[config.mk]
export PLATFORM = sky130hd
export DESIGN_NAME = sml_regs
export DESIGN_NICKNAME = d
export VERILOG_FILES = /design/src/rtl/sml_pkg.sv /design/src/rtl/sml_regs.sv
export SDC_FILE = /design/constraint.sdc
export NUM_CORES = 1
export LEC_CHECK = 0
export BUFFER_PORTS_ARGS = -buffer_cell sky130_fd_sc_hd__buf_4
export CORE_ASPECT_RATIO = 1.2
export CORE_MARGIN = 5
export CORE_UTILIZATION = 50
export CTS_BUF_LIST = sky130_fd_sc_hd__clkbuf_2 sky130_fd_sc_hd__clkbuf_4 sky130_fd_sc_hd__clkbuf_8
export CTS_CLUSTER_DIAMETER = 100
export DETAILED_ROUTE_END_ITERATION = 10
export PLACE_DENSITY = 0.83
export SYNTH_ARGS = -nofsm -noshare
export SYNTH_HDL_FRONTEND = slang
export SYNTH_SLANG_ARGS = --single-unit
[constraint.sdc]
create_clock -name clk -period 6.7 [get_ports clk]
set_input_delay 0.67 -clock clk [delete_from_list [all_inputs] [get_ports clk]]
set_output_delay 0.67 -clock clk [all_outputs]
set_load 0.05 [all_outputs]
[src/rtl/sml_pkg.sv]
package sml_pkg;

  // line store geometry
  localparam int ACC_DEPTH = 4096;
  localparam int ACC_AW    = 12;
  localparam int ACC_W     = 40;

  // register limits
  localparam int MAX_LOOKS   = 16;
  localparam int MAX_COLUMNS = 4096;

  // register indexes
  localparam logic [2:0] REG_AZ_LOOKS = 3'd0;
  localparam logic [2:0] REG_RG_LOOKS = 3'd1;
  localparam logic [2:0] REG_MODE     = 3'd2;
  localparam logic [2:0] REG_COLS     = 3'd3;
  localparam logic [2:0] REG_ROWS     = 3'd4;

  // iterative unit lengths
  localparam int SQ_IN_W  = 56;
  localparam int SQ_OUT_W = 28;
  localparam int DV_W     = 56;

  typedef struct packed {
    logic signed [15:0] sample_real;
    logic signed [15:0] sample_imag;
  } in_t;

  typedef struct packed {
    logic [23:0] pixel;
    logic        frame_last;
    logic        status;
  } out_t;

  typedef struct packed {
    logic [4:0]  row_looks;
    logic [4:0]  col_looks;
    logic        average_mode;
    logic [12:0] image_columns;
    logic [15:0] image_rows;
    logic [8:0]  count;
    logic        bad;
  } cfg_t;

  typedef struct packed {
    logic              load_in;
    logic [ACC_AW-1:0] addr;
    logic              mem_rd;
    logic              sq_load;
    logic              sq_src;
    logic              sq_step;
    logic              acc;
    logic              acc_first;
    logic              acc_emit;
    logic              dv_load;
    logic              dv_step;
    logic              out_load;
    logic              out_err;
    logic              out_last;
  } cmd_t;

  typedef struct packed {
    logic sq_last;
    logic dv_last;
  } sts_t;

endpackage

[src/rtl/sml_regs.sv]
module sml_regs (
  input  logic              clk,
  input  logic              rst_n,
  input  logic              psel,
  input  logic              penable,
  input  logic              pwrite,
  input  logic [4:0]        paddr,
  input  logic [31:0]       pwdata,
  output logic [31:0]       prdata,
  output logic              pready,
  output sml_pkg::cfg_t     cfg,
  output logic              restart
);
  import sml_pkg::*;

  logic [4:0]  az_r, az_nxt;
  logic [4:0]  rg_r, rg_nxt;
  logic        mode_r, mode_nxt;
  logic [12:0] cols_r, cols_nxt;
  logic [15:0] rows_r, rows_nxt;
  logic        wr;
  logic [2:0]  idx;

  assign pready = 1'b1;
  assign wr     = psel && penable && pwrite;
  assign idx    = paddr[4:2];

  // register writes
  always_comb begin
    az_nxt   = az_r;
    rg_nxt   = rg_r;
    mode_nxt = mode_r;
    cols_nxt = cols_r;
    rows_nxt = rows_r;
    restart  = 1'b0;
    if (wr) begin
      unique case (idx)
        REG_AZ_LOOKS: begin az_nxt = pwdata[4:0]; restart = 1'b1; end
        REG_RG_LOOKS: begin rg_nxt = pwdata[4:0]; restart = 1'b1; end
        REG_MODE:     begin mode_nxt = pwdata[0]; restart = 1'b1; end
        REG_COLS:     begin cols_nxt = pwdata[12:0]; restart = 1'b1; end
        REG_ROWS:     begin rows_nxt = pwdata[15:0]; restart = 1'b1; end
        default:      restart = 1'b0;
      endcase
    end
  end

  always_ff @(posedge clk) begin
    if (!rst_n) begin
      az_r   <= 5'd1;
      rg_r   <= 5'd1;
      mode_r <= 1'b0;
      cols_r <= 13'(MAX_COLUMNS);
      rows_r <= 16'hFFFF;
    end else begin
      az_r   <= az_nxt;
      rg_r   <= rg_nxt;
      mode_r <= mode_nxt;
      cols_r <= cols_nxt;
      rows_r <= rows_nxt;
    end
  end

  // readback
  always_comb begin
    unique case (idx)
      REG_AZ_LOOKS: prdata = {27'd0, az_r};
      REG_RG_LOOKS: prdata = {27'd0, rg_r};
      REG_MODE:     prdata = {31'd0, mode_r};
      REG_COLS:     prdata = {19'd0, cols_r};
      REG_ROWS:     prdata = {16'd0, rows_r};
      default:      prdata = 32'd0;
    endcase
  end

  // derived values
  always_comb begin
    cfg.row_looks     = az_r;
    cfg.col_looks     = rg_r;
    cfg.average_mode  = mode_r;
    cfg.image_columns = cols_r;
    cfg.image_rows    = rows_r;
    cfg.count         = 9'(10'(az_r) * 10'(rg_r));
    cfg.bad = (az_r == 5'd0) || (az_r > 5'(MAX_LOOKS)) ||
              (rg_r == 5'd0) || (rg_r > 5'(MAX_LOOKS)) ||
              (cols_r == 13'd0) || (cols_r > 13'(MAX_COLUMNS)) ||
              (rows_r == 16'd0) ||
              (16'(az_r) > rows_r) || (13'(rg_r) > cols_r);
  end

endmodule

## Yosys cells after proc, flatten, opt, wreduce, memory -nomap -nowiden

Cells that the tools add are included.

- Multiply operators: 1
- Order comparisons: 5
- Eq/ne operators: 4
- Mux-type cells: 3
- Reductions and logical operators: 21

Operators by type and width:

| kind | number |
|---|---|
| one-hot mux 16 bit (5 select lines) | 1 |
| > comparator 5 x 16 -> 1 bit | 1 |
| zero test 16 bit | 1 |
| > comparator 13 bit (second input constant) | 1 |
| > comparator 5 x 13 -> 1 bit | 1 |
| zero test 13 bit | 1 |
| > comparator 5 bit (second input constant) | 2 |
| zero test 5 bit | 2 |
| AND reduction 2 bit | 5 |
| multiplier 5 x 5 -> 9 bit | 1 |
| logical OR 1 bit | 8 |
| == test 3 x 2 -> 1 bit (second input constant) | 2 |
| OR reduction 5 bit | 1 |
| == test 3 x 1 -> 1 bit (second input constant) | 1 |
| == test 3 bit (second input constant) | 1 |
| zero test 3 bit | 1 |
| logical AND 1 bit | 2 |
| 2-to-1 mux 1 bit | 2 |

- Bits in registers: 40
- Input port bits: 42
- Output and inout bits: 84
- Word-level logic and storage cells: 39

## Depth between registers and ports, before layout

- Depth after elaboration: 9
- Mapped depth: 12
- Mapped depth without buffers: 12

## Worst setup path after synthesis

Ideal clock, no wire load.

- Path kind: reg2out
- Start point: register rg_r[4]
- End point: output port cfg[9] in the netlist's numbering
- Data arrival time: 4193 ps
- Data required time: 6030 ps
- Slack: 1837 ps
- Stages on the path, launching flop included: 13
- Buffers on the path: 1
- Cells stage by stage: dfxtp_1 clkbuf_1 nand2_1 fa_1 fa_1 fa_1 inv_1 ha_1 nor2b_1 nor3_1 o21bai_1 a21oi_1 xnor2_1

RTL lines:

| item | RTL line | text |
|---|---|---|
| start, declared | sml_regs.sv:17 | `logic [4:0] rg_r, rg_nxt;` |
| start signal, assigned | sml_regs.sv:57 | `rg_r <= rg_nxt;` |
| end, declared | sml_regs.sv:11 | `output sml_pkg::cfg_t cfg,` |

==> impl_metrics.py <==
metrics = {
    "status": {
        "status": "finished, final reports clean",
    },
    "yosys": {
        "seq_area_frac_synth": 0.265,
        "async_reset_ff_frac": 0,
        "synth-edff-count": 0,
        "synth_seq_cells": 40,
        "yosysUniqueCellTypes": 46,
        "ys.flop_type": "dfxtp_1",
        "ys_warn_count": 0,
        "syn_area_um2": 3020,
        "syn_avg_cell_area_um2": 8.07,
        "syn_inst": 374,
    },
    "critical_path": {
        "cp-endpoint": "cfg[9]",
        "cp-startpoint": "rg_r[4]",
        "r2r_slack_ns": 5.76,
        "max_stage_delay_ns": 0.59,
        "crit_path_top_delay_cell": "dfxtp_1",
        "worstPathRequired_ns": 6.03,
        "crit_arrival_ns": 4.02,
        "end_kind": "output port",
        "cp_cell_sequence": "nand2_1, fa_1, fa_1, fa_1, inv_1, ha_1, nor2b_1, nor3_1, o21bai_1, a21oi_1, xnor2_1, buf_4",
        "crit_fanout": 10,
        "reg2reg_depth": 2,
        "cp-start-kind": "flop",
        "crit_type": "flop to output port",
        "worstReg2RegEnd": "az_r[2]",
        "rr_startpoint": "az_r[2]",
        "worst_path_most_repeated_cell": "fa_1",
    },
    "timing": {
        "final.setup_skew_ns": 0,
        "rsz0062_at_grt": "no",
        "period_share": 0.700,
        "setup_ws_ns": 2.01,
        "fmax_ghz": 0.213,
        "maxSlewHeadroom": 0.485,
        "setup_viol": 0,
        "slew_viol_final": 0,
        "hold_viol": 0,
        "finalSetupTns_ns": 0,
        "period_minus_slack_ns": 4.69,
        "worst_pin_slew_ns": 0.770,
    },
    "drt": {
        "vias_per_cell": 5.37,
        "route.detailed.drc": 0,
        "wl_per_cell_um": 16.1,
        "drt-initial-drc-count": 137,
        "firstDrtPassIters": 4,
        "ant_nets": 0,
        "totalWireLength_um": 8580,
        "vias": 2865,
    },
    "die": {
        "start_util": 0.505,
        "die-area_um2": 7700,
        "std_cell_rows": 31,
        "fp.coreArea_um2": 5970,
        "boundaryPins": 126,
        "die_h_um": 95.1,
        "die_w_um": 80.9,
    },
    "cts": {
        "holdBufCountCts": 0,
        "cts.clk_slew.worst_paths_ns": 0.09,
        "clk_latency_ns": 0.30,
        "cts.htree.levels": 2,
        "cts_tree": "yes",
        "cts_setup_buffers": 0,
        "clockRootBuffer": "clkbuf_8",
        "cts-resized-gates": 0,
        "cts_made_buffers": 5,
        "clock_sinks": 40,
        "cts_buffer_depth": 2,
    },
    "pwr": {
        "p_int_mw": 0.345,
        "ir_worst_vdd_mv": 0.146,
        "netSwitchingPower_mw": 0.178,
        "pwr-share-comb": 0.212,
        "finalPower_mw": 0.524,
        "powerDensity_nw_per_um2": 141,
        "p_clk_frac": 0.322,
        "seq_power_share": 0.466,
        "cellLeakagePower_nw": 1.85,
        "swShare": 0.341,
    },
    "run": {
        "maxCapViolations": 0,
    },
    "global_route": {
        "grt_usage": 0.229,
        "grt_pass1_vias": 2871,
        "grt_pass1_wl_um": 13700,
        "grt-ovfl-total": 0,
        "antenna_found_initial": 0,
        "grt_start_max_net_pins": 41,
    },
    "final_layout": {
        "fillerInstances": 553,
        "drive_gt1_frac": 0.235,
        "fin_nets": 528,
        "area_growth_pct": 23.2,
        "n_antenna_cell": 0,
    },
    "placed_design": {
        "place_hpwl_um": 6530,
        "place.gp.congestion": 0.864,
        "io_buffers": 90,
        "pre_cts_ws_ns": 2.35,
    },
    "hold_path": {
        "hp-class": "flop to flop",
        "whs_path_depth": 2,
    },
}
cells by family after synthesis:
logic type | Yosys count | share of synthesized area
other | 2 | 0.00249
buffers and inverters | 58 | 0.105
AO/OA/AOI/OAI | 58 | 0.134
XOR/XNOR | 10 | 0.0290
multiplexers | 10 | 0.0336
adder cells (fa/ha/maj) | 35 | 0.165
AND/OR/NAND/NOR | 161 | 0.266
flip-flops | 40 | 0.265
final cells by class:
type | instances | area, µm² | area share
Clock inverter | 3 | 23.8 | 0.00639
Tap cell | 82 | 103 | 0.0276
Timing Repair Buffer | 91 | 683 | 0.184
Multi-Input combinational cell | 291 | 1960 | 0.526
Clock buffer | 5 | 68.8 | 0.0185
Inverter | 22 | 82.6 | 0.0222
Sequential cell | 40 | 801 | 0.215
worst min-delay path by stage:
stage | start | to | slack, ns
finish | rows_r[13] | rows_r[13] | 0.51
global route | cols_r[8] | cols_r[8] | 0.53
CTS | cols_r[10] | cols_r[10] | 0.51
detailed placement | cols_r[10] | cols_r[10] | 0.49
global placement | cols_r[10] | cols_r[10] | 0.49
floorplan | mode_r | mode_r | 0.51
placed cells by master, fill, tap and decap left out, types with 5 or more instances in the layout:
cell type	synthesis	final
clkbuf_8	0	5
o21ai_0	8	8
ha_1	27	27
inv_1	22	22
and2_1	18	18
a21boi_1	9	9
nand3_1	23	23
mux2i_1	9	9
a22o_1	8	8
nor2b_1	10	10
o211ai_1	5	5
xnor2_1	8	8
a21boi_0	7	7
nand2_1	73	73
nor4_1	5	5
conb_1	2	17
and3_1	6	6
fa_1	8	8
nor2_1	11	11
dfxtp_1	40	40
buf_4	20	91
a21oi_1	10	10
through the flow:
stage               hold slack, ns  cells  cell area [µm²]  utilization
finish                       0.506    534             3720        0.623
global route                 0.526    534             3720        0.623
CTS                          0.506    534             3720        0.623
detailed placement           0.492    526             3630        0.607
global placement             0.487    526             3630        0.607
floorplan                    0.506    389             3070            -
power by group through the flow:
stage / combinational [mW] / clock (mW) / sequential, mW
6_report: 0.111 / 0.169 / 0.244
5_1_grt: 0.117 / 0.179 / 0.244
4_1_cts: 0.111 / 0.169 / 0.244
3_5_place_dp: 0.110 / 0 / 0.249
3_3_place_gp: 0.109 / 0 / 0.249
2_1_floorplan: 0.0788 / 0 / 0.256
metal layers:
layer | wire (µm) | global-route usage
met1 | 3390 | 0.274
met2 | 4210 | 0.399
met3 | 756 | 0.0529
met4 | 216 | 0.0803
met5 | 0 | 0
flip-flops by register name, summed over array words and instances, names as in the netlist:
register  cells
rows_r       16
cols_r       13
az_r          5
rg_r          5
mode_r        1
cell usage after synthesis (9+ instances only):
cell type   n  share of area
nand2_1    73          0.091
dfxtp_1    40           0.27
ha_1       27           0.11
nand3_1    23          0.038
inv_1      22          0.027
buf_4      20          0.050
and2_1     18          0.037
nor2_1     11          0.014
a21oi_1    10          0.017
nor2b_1    10          0.021
a21boi_1    9          0.022
mux2i_1     9          0.030
critical path, delay by kind of cell (launching register included):
kind / cells / cell delay [ns]
buffers and inverters: 2 / 0.25
adders and majority gates: 4 / 1.91
AOI/OAI and AO/OA: 2 / 0.29
DFF: 1 / 0.59
xor gates and xnor gates: 1 / 0.13
and+or+nand+nor: 3 / 0.53
Note: power is estimated with default switching activity, not from simulation.
