File: config.mk
export PLATFORM = sky130hd
export DESIGN_NAME = sml_ctrl
export DESIGN_NICKNAME = d
export VERILOG_FILES = /design/src/rtl/sml_pkg.sv /design/src/rtl/sml_ctrl.sv
export SDC_FILE = /design/constraint.sdc
export NUM_CORES = 1
export LEC_CHECK = 0
export BUFFER_PORTS_ARGS = -buffer_cell sky130_fd_sc_hd__buf_2
export CAP_MARGIN = 15
export CORE_ASPECT_RATIO = 1.5
export CORE_MARGIN = 1
export CORE_UTILIZATION = 39
export CTS_CLUSTER_DIAMETER = 50
export DETAILED_ROUTE_END_ITERATION = 6
export PLACE_DENSITY = 0.57
export SLEW_MARGIN = 25
export SYNTH_ARGS = -nofsm -noshare
export SYNTH_HDL_FRONTEND = slang
export SYNTH_SLANG_ARGS = --single-unit
File: constraint.sdc
create_clock -name clk -period 4.5 [get_ports clk]
set_clock_uncertainty 0.05 [all_clocks]
set_input_delay 0.9 -clock clk [delete_from_list [all_inputs] [get_ports clk]]
set_output_delay 0.9 -clock clk [all_outputs]
set_load 0.1 [all_outputs]
File: src/rtl/sml_pkg.sv
package sml_pkg;

  // line store geometry
  localparam int ACC_DEPTH = 4096;
  localparam int ACC_AW    = 12;
  localparam int ACC_W     = 40;

  // register limits
  localparam int MAX_LOOKS   = 16;
  localparam int MAX_COLUMNS = 4096;

  // register indexes
  localparam logic [2:0] REG_AZ_LOOKS = 3'd0;
  localparam logic [2:0] REG_RG_LOOKS = 3'd1;
  localparam logic [2:0] REG_MODE     = 3'd2;
  localparam logic [2:0] REG_COLS     = 3'd3;
  localparam logic [2:0] REG_ROWS     = 3'd4;

  // iterative unit lengths
  localparam int SQ_IN_W  = 56;
  localparam int SQ_OUT_W = 28;
  localparam int DV_W     = 56;

  typedef struct packed {
    logic signed [15:0] sample_real;
    logic signed [15:0] sample_imag;
  } in_t;

  typedef struct packed {
    logic [23:0] pixel;
    logic        frame_last;
    logic        status;
  } out_t;

  typedef struct packed {
    logic [4:0]  row_looks;
    logic [4:0]  col_looks;
    logic        average_mode;
    logic [12:0] image_columns;
    logic [15:0] image_rows;
    logic [8:0]  count;
    logic        bad;
  } cfg_t;

  typedef struct packed {
    logic              load_in;
    logic [ACC_AW-1:0] addr;
    logic              mem_rd;
    logic              sq_load;
    logic              sq_src;
    logic              sq_step;
    logic              acc;
    logic              acc_first;
    logic              acc_emit;
    logic              dv_load;
    logic              dv_step;
    logic              out_load;
    logic              out_err;
    logic              out_last;
  } cmd_t;

  typedef struct packed {
    logic sq_last;
    logic dv_last;
  } sts_t;

endpackage

File: src/rtl/sml_ctrl.sv
module sml_ctrl (
  input  logic          clk,
  input  logic          rst_n,
  input  sml_pkg::cfg_t cfg,
  input  logic          restart,
  input  logic          in_valid,
  output logic          in_stall,
  output logic          out_valid,
  input  logic          out_stall,
  input  sml_pkg::sts_t sts,
  output sml_pkg::cmd_t cmd
);
  import sml_pkg::*;

  localparam logic [3:0] S_IDLE = 4'd0;
  localparam logic [3:0] S_MUL  = 4'd1;
  localparam logic [3:0] S_SQA0 = 4'd2;
  localparam logic [3:0] S_SQA  = 4'd3;
  localparam logic [3:0] S_ACC  = 4'd4;
  localparam logic [3:0] S_DIV0 = 4'd5;
  localparam logic [3:0] S_DIV  = 4'd6;
  localparam logic [3:0] S_SQP0 = 4'd7;
  localparam logic [3:0] S_SQP  = 4'd8;
  localparam logic [3:0] S_OUT  = 4'd9;

  logic [3:0]  state_r, state_nxt;
  logic        out_valid_r, out_valid_nxt;
  logic        first_r, first_nxt;
  logic        emit_r, emit_nxt;
  logic        last_r, last_nxt;
  logic        err_r, err_nxt;

  logic [15:0] row_pos_r, row_pos_nxt;
  logic [11:0] col_pos_r, col_pos_nxt;
  logic [3:0]  rib_r, rib_nxt;
  logic [3:0]  cib_r, cib_nxt;
  logic [11:0] ocol_r, ocol_nxt;
  logic [16:0] row_base_r, row_base_nxt;
  logic [12:0] col_base_r, col_base_nxt;

  logic        accept;
  logic        in_used;
  logic        emit_now;
  logic        last_now;
  logic [4:0]  cib_inc;
  logic [4:0]  rib_inc;

  assign in_stall  = (state_r != S_IDLE);
  assign out_valid = out_valid_r;
  assign accept    = in_valid && (state_r == S_IDLE);

  // block geometry of the current sample
  assign in_used  = (18'(row_base_r) + 18'(cfg.row_looks) <= 18'(cfg.image_rows)) &&
                    (14'(col_base_r) + 14'(cfg.col_looks) <= 14'(cfg.image_columns));
  assign cib_inc  = 5'(cib_r) + 5'd1;
  assign rib_inc  = 5'(rib_r) + 5'd1;
  assign emit_now = (rib_inc == cfg.row_looks) && (cib_inc == cfg.col_looks);
  assign last_now = emit_now &&
    (18'(row_base_r) + 18'({cfg.row_looks, 1'b0}) > 18'(cfg.image_rows)) &&
    (14'(col_base_r) + 14'({cfg.col_looks, 1'b0}) > 14'(cfg.image_columns));

  // raster position advance
  always_comb begin
    row_pos_nxt  = row_pos_r;
    col_pos_nxt  = col_pos_r;
    rib_nxt      = rib_r;
    cib_nxt      = cib_r;
    ocol_nxt     = ocol_r;
    row_base_nxt = row_base_r;
    col_base_nxt = col_base_r;
    if (restart) begin
      row_pos_nxt  = '0;
      col_pos_nxt  = '0;
      rib_nxt      = '0;
      cib_nxt      = '0;
      ocol_nxt     = '0;
      row_base_nxt = '0;
      col_base_nxt = '0;
    end else if (accept && !cfg.bad) begin
      if (cib_inc >= cfg.col_looks) begin
        cib_nxt      = '0;
        ocol_nxt     = ocol_r + 12'd1;
        col_base_nxt = col_base_r + 13'(cfg.col_looks);
      end else begin
        cib_nxt = cib_inc[3:0];
      end
      col_pos_nxt = col_pos_r + 12'd1;
      if (13'(col_pos_r) + 13'd1 >= cfg.image_columns) begin
        col_pos_nxt  = '0;
        cib_nxt      = '0;
        ocol_nxt     = '0;
        col_base_nxt = '0;
        if (rib_inc >= cfg.row_looks) begin
          rib_nxt      = '0;
          row_base_nxt = row_base_r + 17'(cfg.row_looks);
        end else begin
          rib_nxt = rib_inc[3:0];
        end
        row_pos_nxt = row_pos_r + 16'd1;
        if (17'(row_pos_r) + 17'd1 >= 17'(cfg.image_rows)) begin
          row_pos_nxt  = '0;
          rib_nxt      = '0;
          row_base_nxt = '0;
        end
      end
    end
  end

  // sequencer
  always_comb begin
    state_nxt     = state_r;
    first_nxt     = first_r;
    emit_nxt      = emit_r;
    last_nxt      = last_r;
    err_nxt       = err_r;
    cmd           = '0;
    cmd.addr      = ocol_r;
    cmd.sq_src    = 1'b0;
    cmd.acc_first = first_r;
    cmd.acc_emit  = emit_r;
    cmd.out_err   = err_r;
    cmd.out_last  = last_r;
    unique case (state_r)
      S_IDLE: begin
        if (accept) begin
          if (cfg.bad) begin
            err_nxt   = 1'b1;
            state_nxt = S_OUT;
          end else if (in_used) begin
            cmd.load_in = 1'b1;
            err_nxt     = 1'b0;
            first_nxt   = (rib_r == 4'd0) && (cib_r == 4'd0);
            emit_nxt    = emit_now;
            last_nxt    = last_now;
            state_nxt   = S_MUL;
          end
        end
      end
      S_MUL: begin
        cmd.mem_rd = 1'b1;
        state_nxt  = cfg.average_mode ? S_ACC : S_SQA0;
      end
      S_SQA0: begin
        cmd.sq_load = 1'b1;
        state_nxt   = S_SQA;
      end
      S_SQA: begin
        cmd.sq_step = 1'b1;
        if (sts.sq_last) state_nxt = S_ACC;
      end
      S_ACC: begin
        cmd.acc   = 1'b1;
        state_nxt = emit_r ? S_DIV0 : S_IDLE;
      end
      S_DIV0: begin
        cmd.dv_load = 1'b1;
        state_nxt   = S_DIV;
      end
      S_DIV: begin
        cmd.dv_step = 1'b1;
        if (sts.dv_last) state_nxt = cfg.average_mode ? S_SQP0 : S_OUT;
      end
      S_SQP0: begin
        cmd.sq_load = 1'b1;
        cmd.sq_src  = 1'b1;
        state_nxt   = S_SQP;
      end
      S_SQP: begin
        cmd.sq_step = 1'b1;
        if (sts.sq_last) state_nxt = S_OUT;
      end
      S_OUT: begin
        if (!out_valid_r || !out_stall) begin
          cmd.out_load = 1'b1;
          state_nxt    = S_IDLE;
        end
      end
      default: state_nxt = S_IDLE;
    endcase
  end

  // result transfer flag
  always_comb begin
    out_valid_nxt = out_valid_r;
    if (cmd.out_load) out_valid_nxt = 1'b1;
    else if (out_valid_r && !out_stall) out_valid_nxt = 1'b0;
  end

  always_ff @(posedge clk) begin
    if (!rst_n) begin
      state_r     <= S_IDLE;
      out_valid_r <= 1'b0;
      row_pos_r   <= '0;
      col_pos_r   <= '0;
      rib_r       <= '0;
      cib_r       <= '0;
      ocol_r      <= '0;
      row_base_r  <= '0;
      col_base_r  <= '0;
      err_r       <= 1'b0;
    end else begin
      state_r     <= state_nxt;
      out_valid_r <= out_valid_nxt;
      row_pos_r   <= row_pos_nxt;
      col_pos_r   <= col_pos_nxt;
      rib_r       <= rib_nxt;
      cib_r       <= cib_nxt;
      ocol_r      <= ocol_nxt;
      row_base_r  <= row_base_nxt;
      col_base_r  <= col_base_nxt;
      err_r       <= err_nxt;
    end
  end

  always_ff @(posedge clk) begin
    first_r <= first_nxt;
    emit_r  <= emit_nxt;
    last_r  <= last_nxt;
  end

endmodule

* Yosys cells after proc, flatten, opt, wreduce, memory -nomap -nowiden
Cells that the tools add are included.
** Word-level totals
- Bits in registers :: 87
- Input port bits :: 57
- Output and inout port bits :: 27
- Word-level logic and storage cells :: 122
** Cells by class
- Add/subtract/negate cells :: 13
- $lt $le $gt $ge :: 8
- Equality and inequality tests :: 17
- Muxes and demuxes :: 40
- Bitwise gates (word level) :: 2
- Reduce and logical (&&, ||, !) cells :: 29
** Operators by type and width (number)
- 4-bit two-way mux :: 12
- 4-bit one-hot mux with 10 select lines :: 1
- 12-bit two-way mux :: 3
- 17-bit two-way mux :: 2
- 13-bit two-way mux :: 2
- 12-bit by 1-bit adder with 12-bit output, second input constant :: 2
- 17-bit by 5-bit adder with 18-bit output :: 1
- 17-bit by 6-bit adder with 18-bit output :: 1
- 18-bit by 16-bit greater-than comparator with 1-bit output :: 1
- 18-bit by 16-bit less-or-equal comparator with 1-bit output :: 1
- 16-bit by 1-bit adder with 17-bit output, second input constant :: 1
- 17-bit by 5-bit adder with 17-bit output :: 1
- 17-bit by 16-bit greater-or-equal comparator with 1-bit output :: 1
- 1-bit two-way mux :: 17
- 16-bit by 1-bit adder with 16-bit output, second input constant :: 1
- 4-bit by 3-bit == test with 1-bit output, second input constant :: 4
- 16-bit two-way mux :: 1
- 13-bit by 5-bit adder with 14-bit output :: 1
- 13-bit by 6-bit adder with 14-bit output :: 1
- 14-bit by 13-bit greater-than comparator with 1-bit output :: 1
- 14-bit by 13-bit less-or-equal comparator with 1-bit output :: 1
- 12-bit by 1-bit adder with 13-bit output, second input constant :: 1
- 13-bit by 5-bit adder with 13-bit output :: 1
- 13-bit greater-or-equal comparator :: 1
- other kinds (21) :: 50

* Logic depth before layout (Yosys ltp)
- Word-level depth :: 7
- Depth in mapped cells :: 18
- Gate-level depth less buffers :: 18

* Least setup slack after synthesis
No wires, ideal clock.
- Kind :: input-to-output
- Start point :: in cfg[40] in the netlist's numbering
- End point :: out cmd[24] in the netlist's numbering
- Data arrival time :: 5.493 ns
- Required time :: 3.550 ns
- Path slack :: -1.943 ns
- Stages on the path :: 16
- Buffers on the path :: 0
- Path through :: ha_1 -> inv_1 -> fa_1 -> nor2b_1 -> o21ai_0 -> a21boi_0 -> o21ai_0 -> and2_1 -> or2_2 -> ha_1 -> nand4_1 -> nor4_1 -> a21oi_1 -> o21ai_0 -> nand2_1 -> nor3_1
** RTL lines
- start: declaration :: line sml_ctrl.sv:4 : input sml_pkg::cfg_t cfg,
- end: declaration :: line sml_ctrl.sv:11 : output sml_pkg::cmd_t cmd

==> impl_metrics.env <==
export IMPL_outcome="finished, violations left"
export IMPL_violations="negative setup slack"
export IMPL_crit_chain="buf_6, ha_4, inv_2, fa_2, nor2b_4, o2111ai_4, a21oi_4, a21oi_2, or2_4, ha_4, nand4_1, buf_4, inv_2, o31ai_1, a221o_1, nand2_2, nor3_4, buf_12"
export IMPL_place_area_um2=9398
export IMPL_hold_viol_final=0
export IMPL_min_from="col_pos_r[11]"
export IMPL_required_ns=3.55
export IMPL_rsz0062_at_grt="yes"
export IMPL_die_x_um=120.6
export IMPL_power_density_nw_per_um2=238.6
export IMPL_grt_max_degree=23
export IMPL_cts_sinks=87
export IMPL_yosys_warnings=0
export IMPL_drt_iter0_markers=393
export IMPL_yosys_most_used_dff="dfxtp_1"
export IMPL_synthArstFlopShare_pct=0
export IMPL_num_vias=7608
export IMPL_cts_root_buffer="clkbuf_16"
export IMPL_fin_util_pct=48.30
export IMPL_gp_congestion=0.8721
export IMPL_avgRoutedWirePerCell_um=16.48
export IMPL_cp_slowest_cell="fa_2"
export IMPL_avgSynthCellArea_um2=8.024
export IMPL_whs_ns=0.4266
export IMPL_coreArea_um2=20580
export IMPL_routed_wl_um=23310
export IMPL_cp_max_fo=4
export IMPL_ir_worst_vdd_mv=0.2161
export IMPL_num_rows=64
export IMPL_synth_top_area_share_pct=20.43
export IMPL_p_leak_nw=4.618
export IMPL_drv_slew=0
export IMPL_drc=0
export IMPL_clockBufferDepth=2
export IMPL_seq_area_frac_synth_pct=21.52
export IMPL_reg2reg_depth=14
export IMPL_r2r_end="ocol_r[8]"
export IMPL_drtAntennaViolNets=0
export IMPL_slowest_delay_ns=0.38
export IMPL_dp_worst_setup_slack_ns=-0.5727
export IMPL_syn_to_final_growth_pct=20.74
export IMPL_die_area_um2=21710
export IMPL_final_area_um2=9941
export IMPL_yosysMostFrequentCell="ha_1"
export IMPL_netlist_instances=1026
export IMPL_die_y_um=179.9
export IMPL_initial_core_util_pct=40.00
export IMPL_grt_pass1_wl_um=38010
export IMPL_mappedNetlistNets=1211
export IMPL_cap_violations=0
export IMPL_crit_path_end_kind="output pin"
export IMPL_yosysTopAreaCell="dfxtp_1"
export IMPL_tightestPinTransition_ns=0.7776
export IMPL_min_to="col_pos_r[11]"
export IMPL_arrival_ns=3.95
export IMPL_dp_hpwl_um=18230
export IMPL_htreeDepth=3
export IMPL_clk_pin_slew_worst_paths_ns=0.07
export IMPL_cp_num_buf_inv=5
export IMPL_synth_area_leaders="dfxtp_1 20%, ha_1 19%, xnor2_1 5.1%"
export IMPL_finalSetupTns_ns=-0.4025
export IMPL_final_layout_size_suffix_gt1_share_pct=21.39
export IMPL_dr_pass1_iters=4
export IMPL_period_share_pct=108.9
export IMPL_io_pins=84
export IMPL_min_path_type="flop to flop"
export IMPL_r2r_setup_slack_ns=0.64
export IMPL_overflow=0
export IMPL_hold_depth=2
export IMPL_worst_slack_ns=-0.4025
export IMPL_fin_nets=1330
export IMPL_setup_violations=1
export IMPL_synth_seq_cells=87
export IMPL_synth_area_um2=8233
export IMPL_synth_edf_count=3
export IMPL_multi_input_area_um2=6198
export IMPL_nFillCells=2036
export IMPL_routed_via_density=5.380
export IMPL_numPortBuffers=74
export IMPL_cts_hold_buffers=0
export IMPL_slew_headroom_pct=48.03
export IMPL_clk_latency_ns=0.35
export IMPL_diodes=0
export IMPL_antenna_found_initial=0
export IMPL_critical_path_class="input pin to output pin"
export IMPL_grt_use_total_pct=21.95
export IMPL_start_kind="input pin"
export IMPL_grt_pass1_vias=7515
export IMPL_period_needed_ns=4.902
export IMPL_clock_fmax_mhz=204.0
export IMPL_r2r_start="col_pos_r[0]"
export IMPL_cts_made_buffers=9
export IMPL_yosysUniqueCellTypes=74
export IMPL_yosys_top_cells_count="124 x ha_1, 101 x inv_1, 84 x dfxtp_1, 79 x a21oi_1, 66 x nand2_1"
export IMPL_register_area_um2=1772
export IMPL_cts_tree="done"
export IMPL_crit_family="compound AO/OA/AOI/OAI gates"
-- power by group --
| group | total [W] | switching (W) | leakage, nW | internal, W |
|---|---|---|---|---|
| logic | 0.000712 | 0.000497 | 3.77 | 0.000215 |
| registers | 0.000857 | 0.0000603 | 0.703 | 0.000796 |
| clock network | 0.000804 | 0.000365 | 0.146 | 0.000438 |
| total | 0.00237 | 0.000923 | 4.62 | 0.00145 |
-- tightest hold or removal path: stages, from the launching register on --
cell and delay [ns]:
dfxtp_1 0.33, nand2_1 0.06, a21oi_1 0.05
-- layer usage --
layer	global-route usage [%]	vias up	share of wire (%)
met5	0	-	0
met4	7.852	0	2.9
met3	2.602	32	2.0
met2	41.26	108	53
met1	24.87	3547	42
li1	-	3921	-
-- area by class of cell --
type | instances | area share (%)
Timing Repair Buffer | 149 | 9.629
Clock buffer | 9 | 2.266
Tap cell | 264 | 3.323
Multi-Input combinational cell | 797 | 62.35
Sequential cell | 87 | 17.82
Clock inverter | 7 | 0.7930
Inverter | 101 | 3.814
-- repair_timing --
action	in CTS	in global routing
resized for setup	29	11
cloned	0	0
endpoints found under the setup margin	1	2
pin swaps	22	6
setup buffers	4	0
-- cells by family (layout without fill, tap and decap cells) --
kind of cell	count (synthesis)	after routing	synth area share, %
DFF	87	87	21.52
xor gates and xnor gates	70	70	7.447
AOI/OAI and AO/OA	240	240	19.01
muxes	12	12	1.474
and+or+nand+nor	347	347	23.36
buffers and inverters	142	266	7.371
adders and majority gates	128	128	19.82
-- worst max-delay path by stage --
| stage | startpoint | endpoint | slack, ns | cells after the start |
|---|---|---|---|---|
| final | cfg[45] | cmd[24] | -0.40 | 18 |
| after global routing | cfg[45] | cmd[24] | -0.51 | 18 |
| after CTS | cfg[45] | cmd[24] | -0.36 | 18 |
| after detailed placement | cfg[45] | cmd[24] | -0.57 | 17 |
| after global placement | cfg[45] | cmd[24] | -0.56 | 17 |
| after floorplan | cfg[45] | cmd[24] | -0.32 | 15 |
-- layout by cell type, fill, tap and decap left out, types with 5 or more instances in the layout --
| cell | instances |
|---|---|
| o21ai_0 | 32 |
| a22o_1 | 7 |
| clkbuf_16 | 9 |
| buf_2 | 71 |
| or3_1 | 16 |
| nor4_1 | 7 |
| ha_4 | 8 |
| buf_4 | 76 |
| inv_1 | 97 |
| o22ai_2 | 6 |
| and3_1 | 32 |
| nand3_1 | 50 |
| nand2b_1 | 9 |
| o22ai_1 | 7 |
| nor3_1 | 24 |
| a211oi_1 | 5 |
| a21oi_2 | 7 |
| a21o_1 | 24 |
| a21oi_1 | 71 |
| o211ai_1 | 8 |
| dfxtp_1 | 84 |
| nor2_1 | 54 |
| nand4_1 | 21 |
| nand2_1 | 64 |
| a32o_1 | 6 |
| o21ai_1 | 12 |
| xor2_1 | 22 |
| mux2i_1 | 11 |
| ha_1 | 116 |
| o21bai_1 | 12 |
| nand3b_1 | 13 |
| xnor2_1 | 45 |
| nor3_4 | 5 |
-- sequential cells by signal (all words and copies together) (netlist names) --
name,flops
err_r,1
row_base_r,17
rib_r,4
col_pos_r,12
first_r,1
ocol_r,12
last_r,1
col_base_r,13
out_valid,1
state_r,4
emit_r,1
row_pos_r,16
cib_r,4
-- stage by stage --
| step | total power (W) | std cells |
|---|---|---|
| final | 0.002372 | 1414 |
| after global routing | 0.002490 | 1414 |
| after CTS | 0.002401 | 1414 |
| after detailed placement | 0.001583 | 1394 |
| after global placement | 0.001577 | 1394 |
| after floorplan | 0.001418 | 1026 |
(Power assumes the default switching activity.)
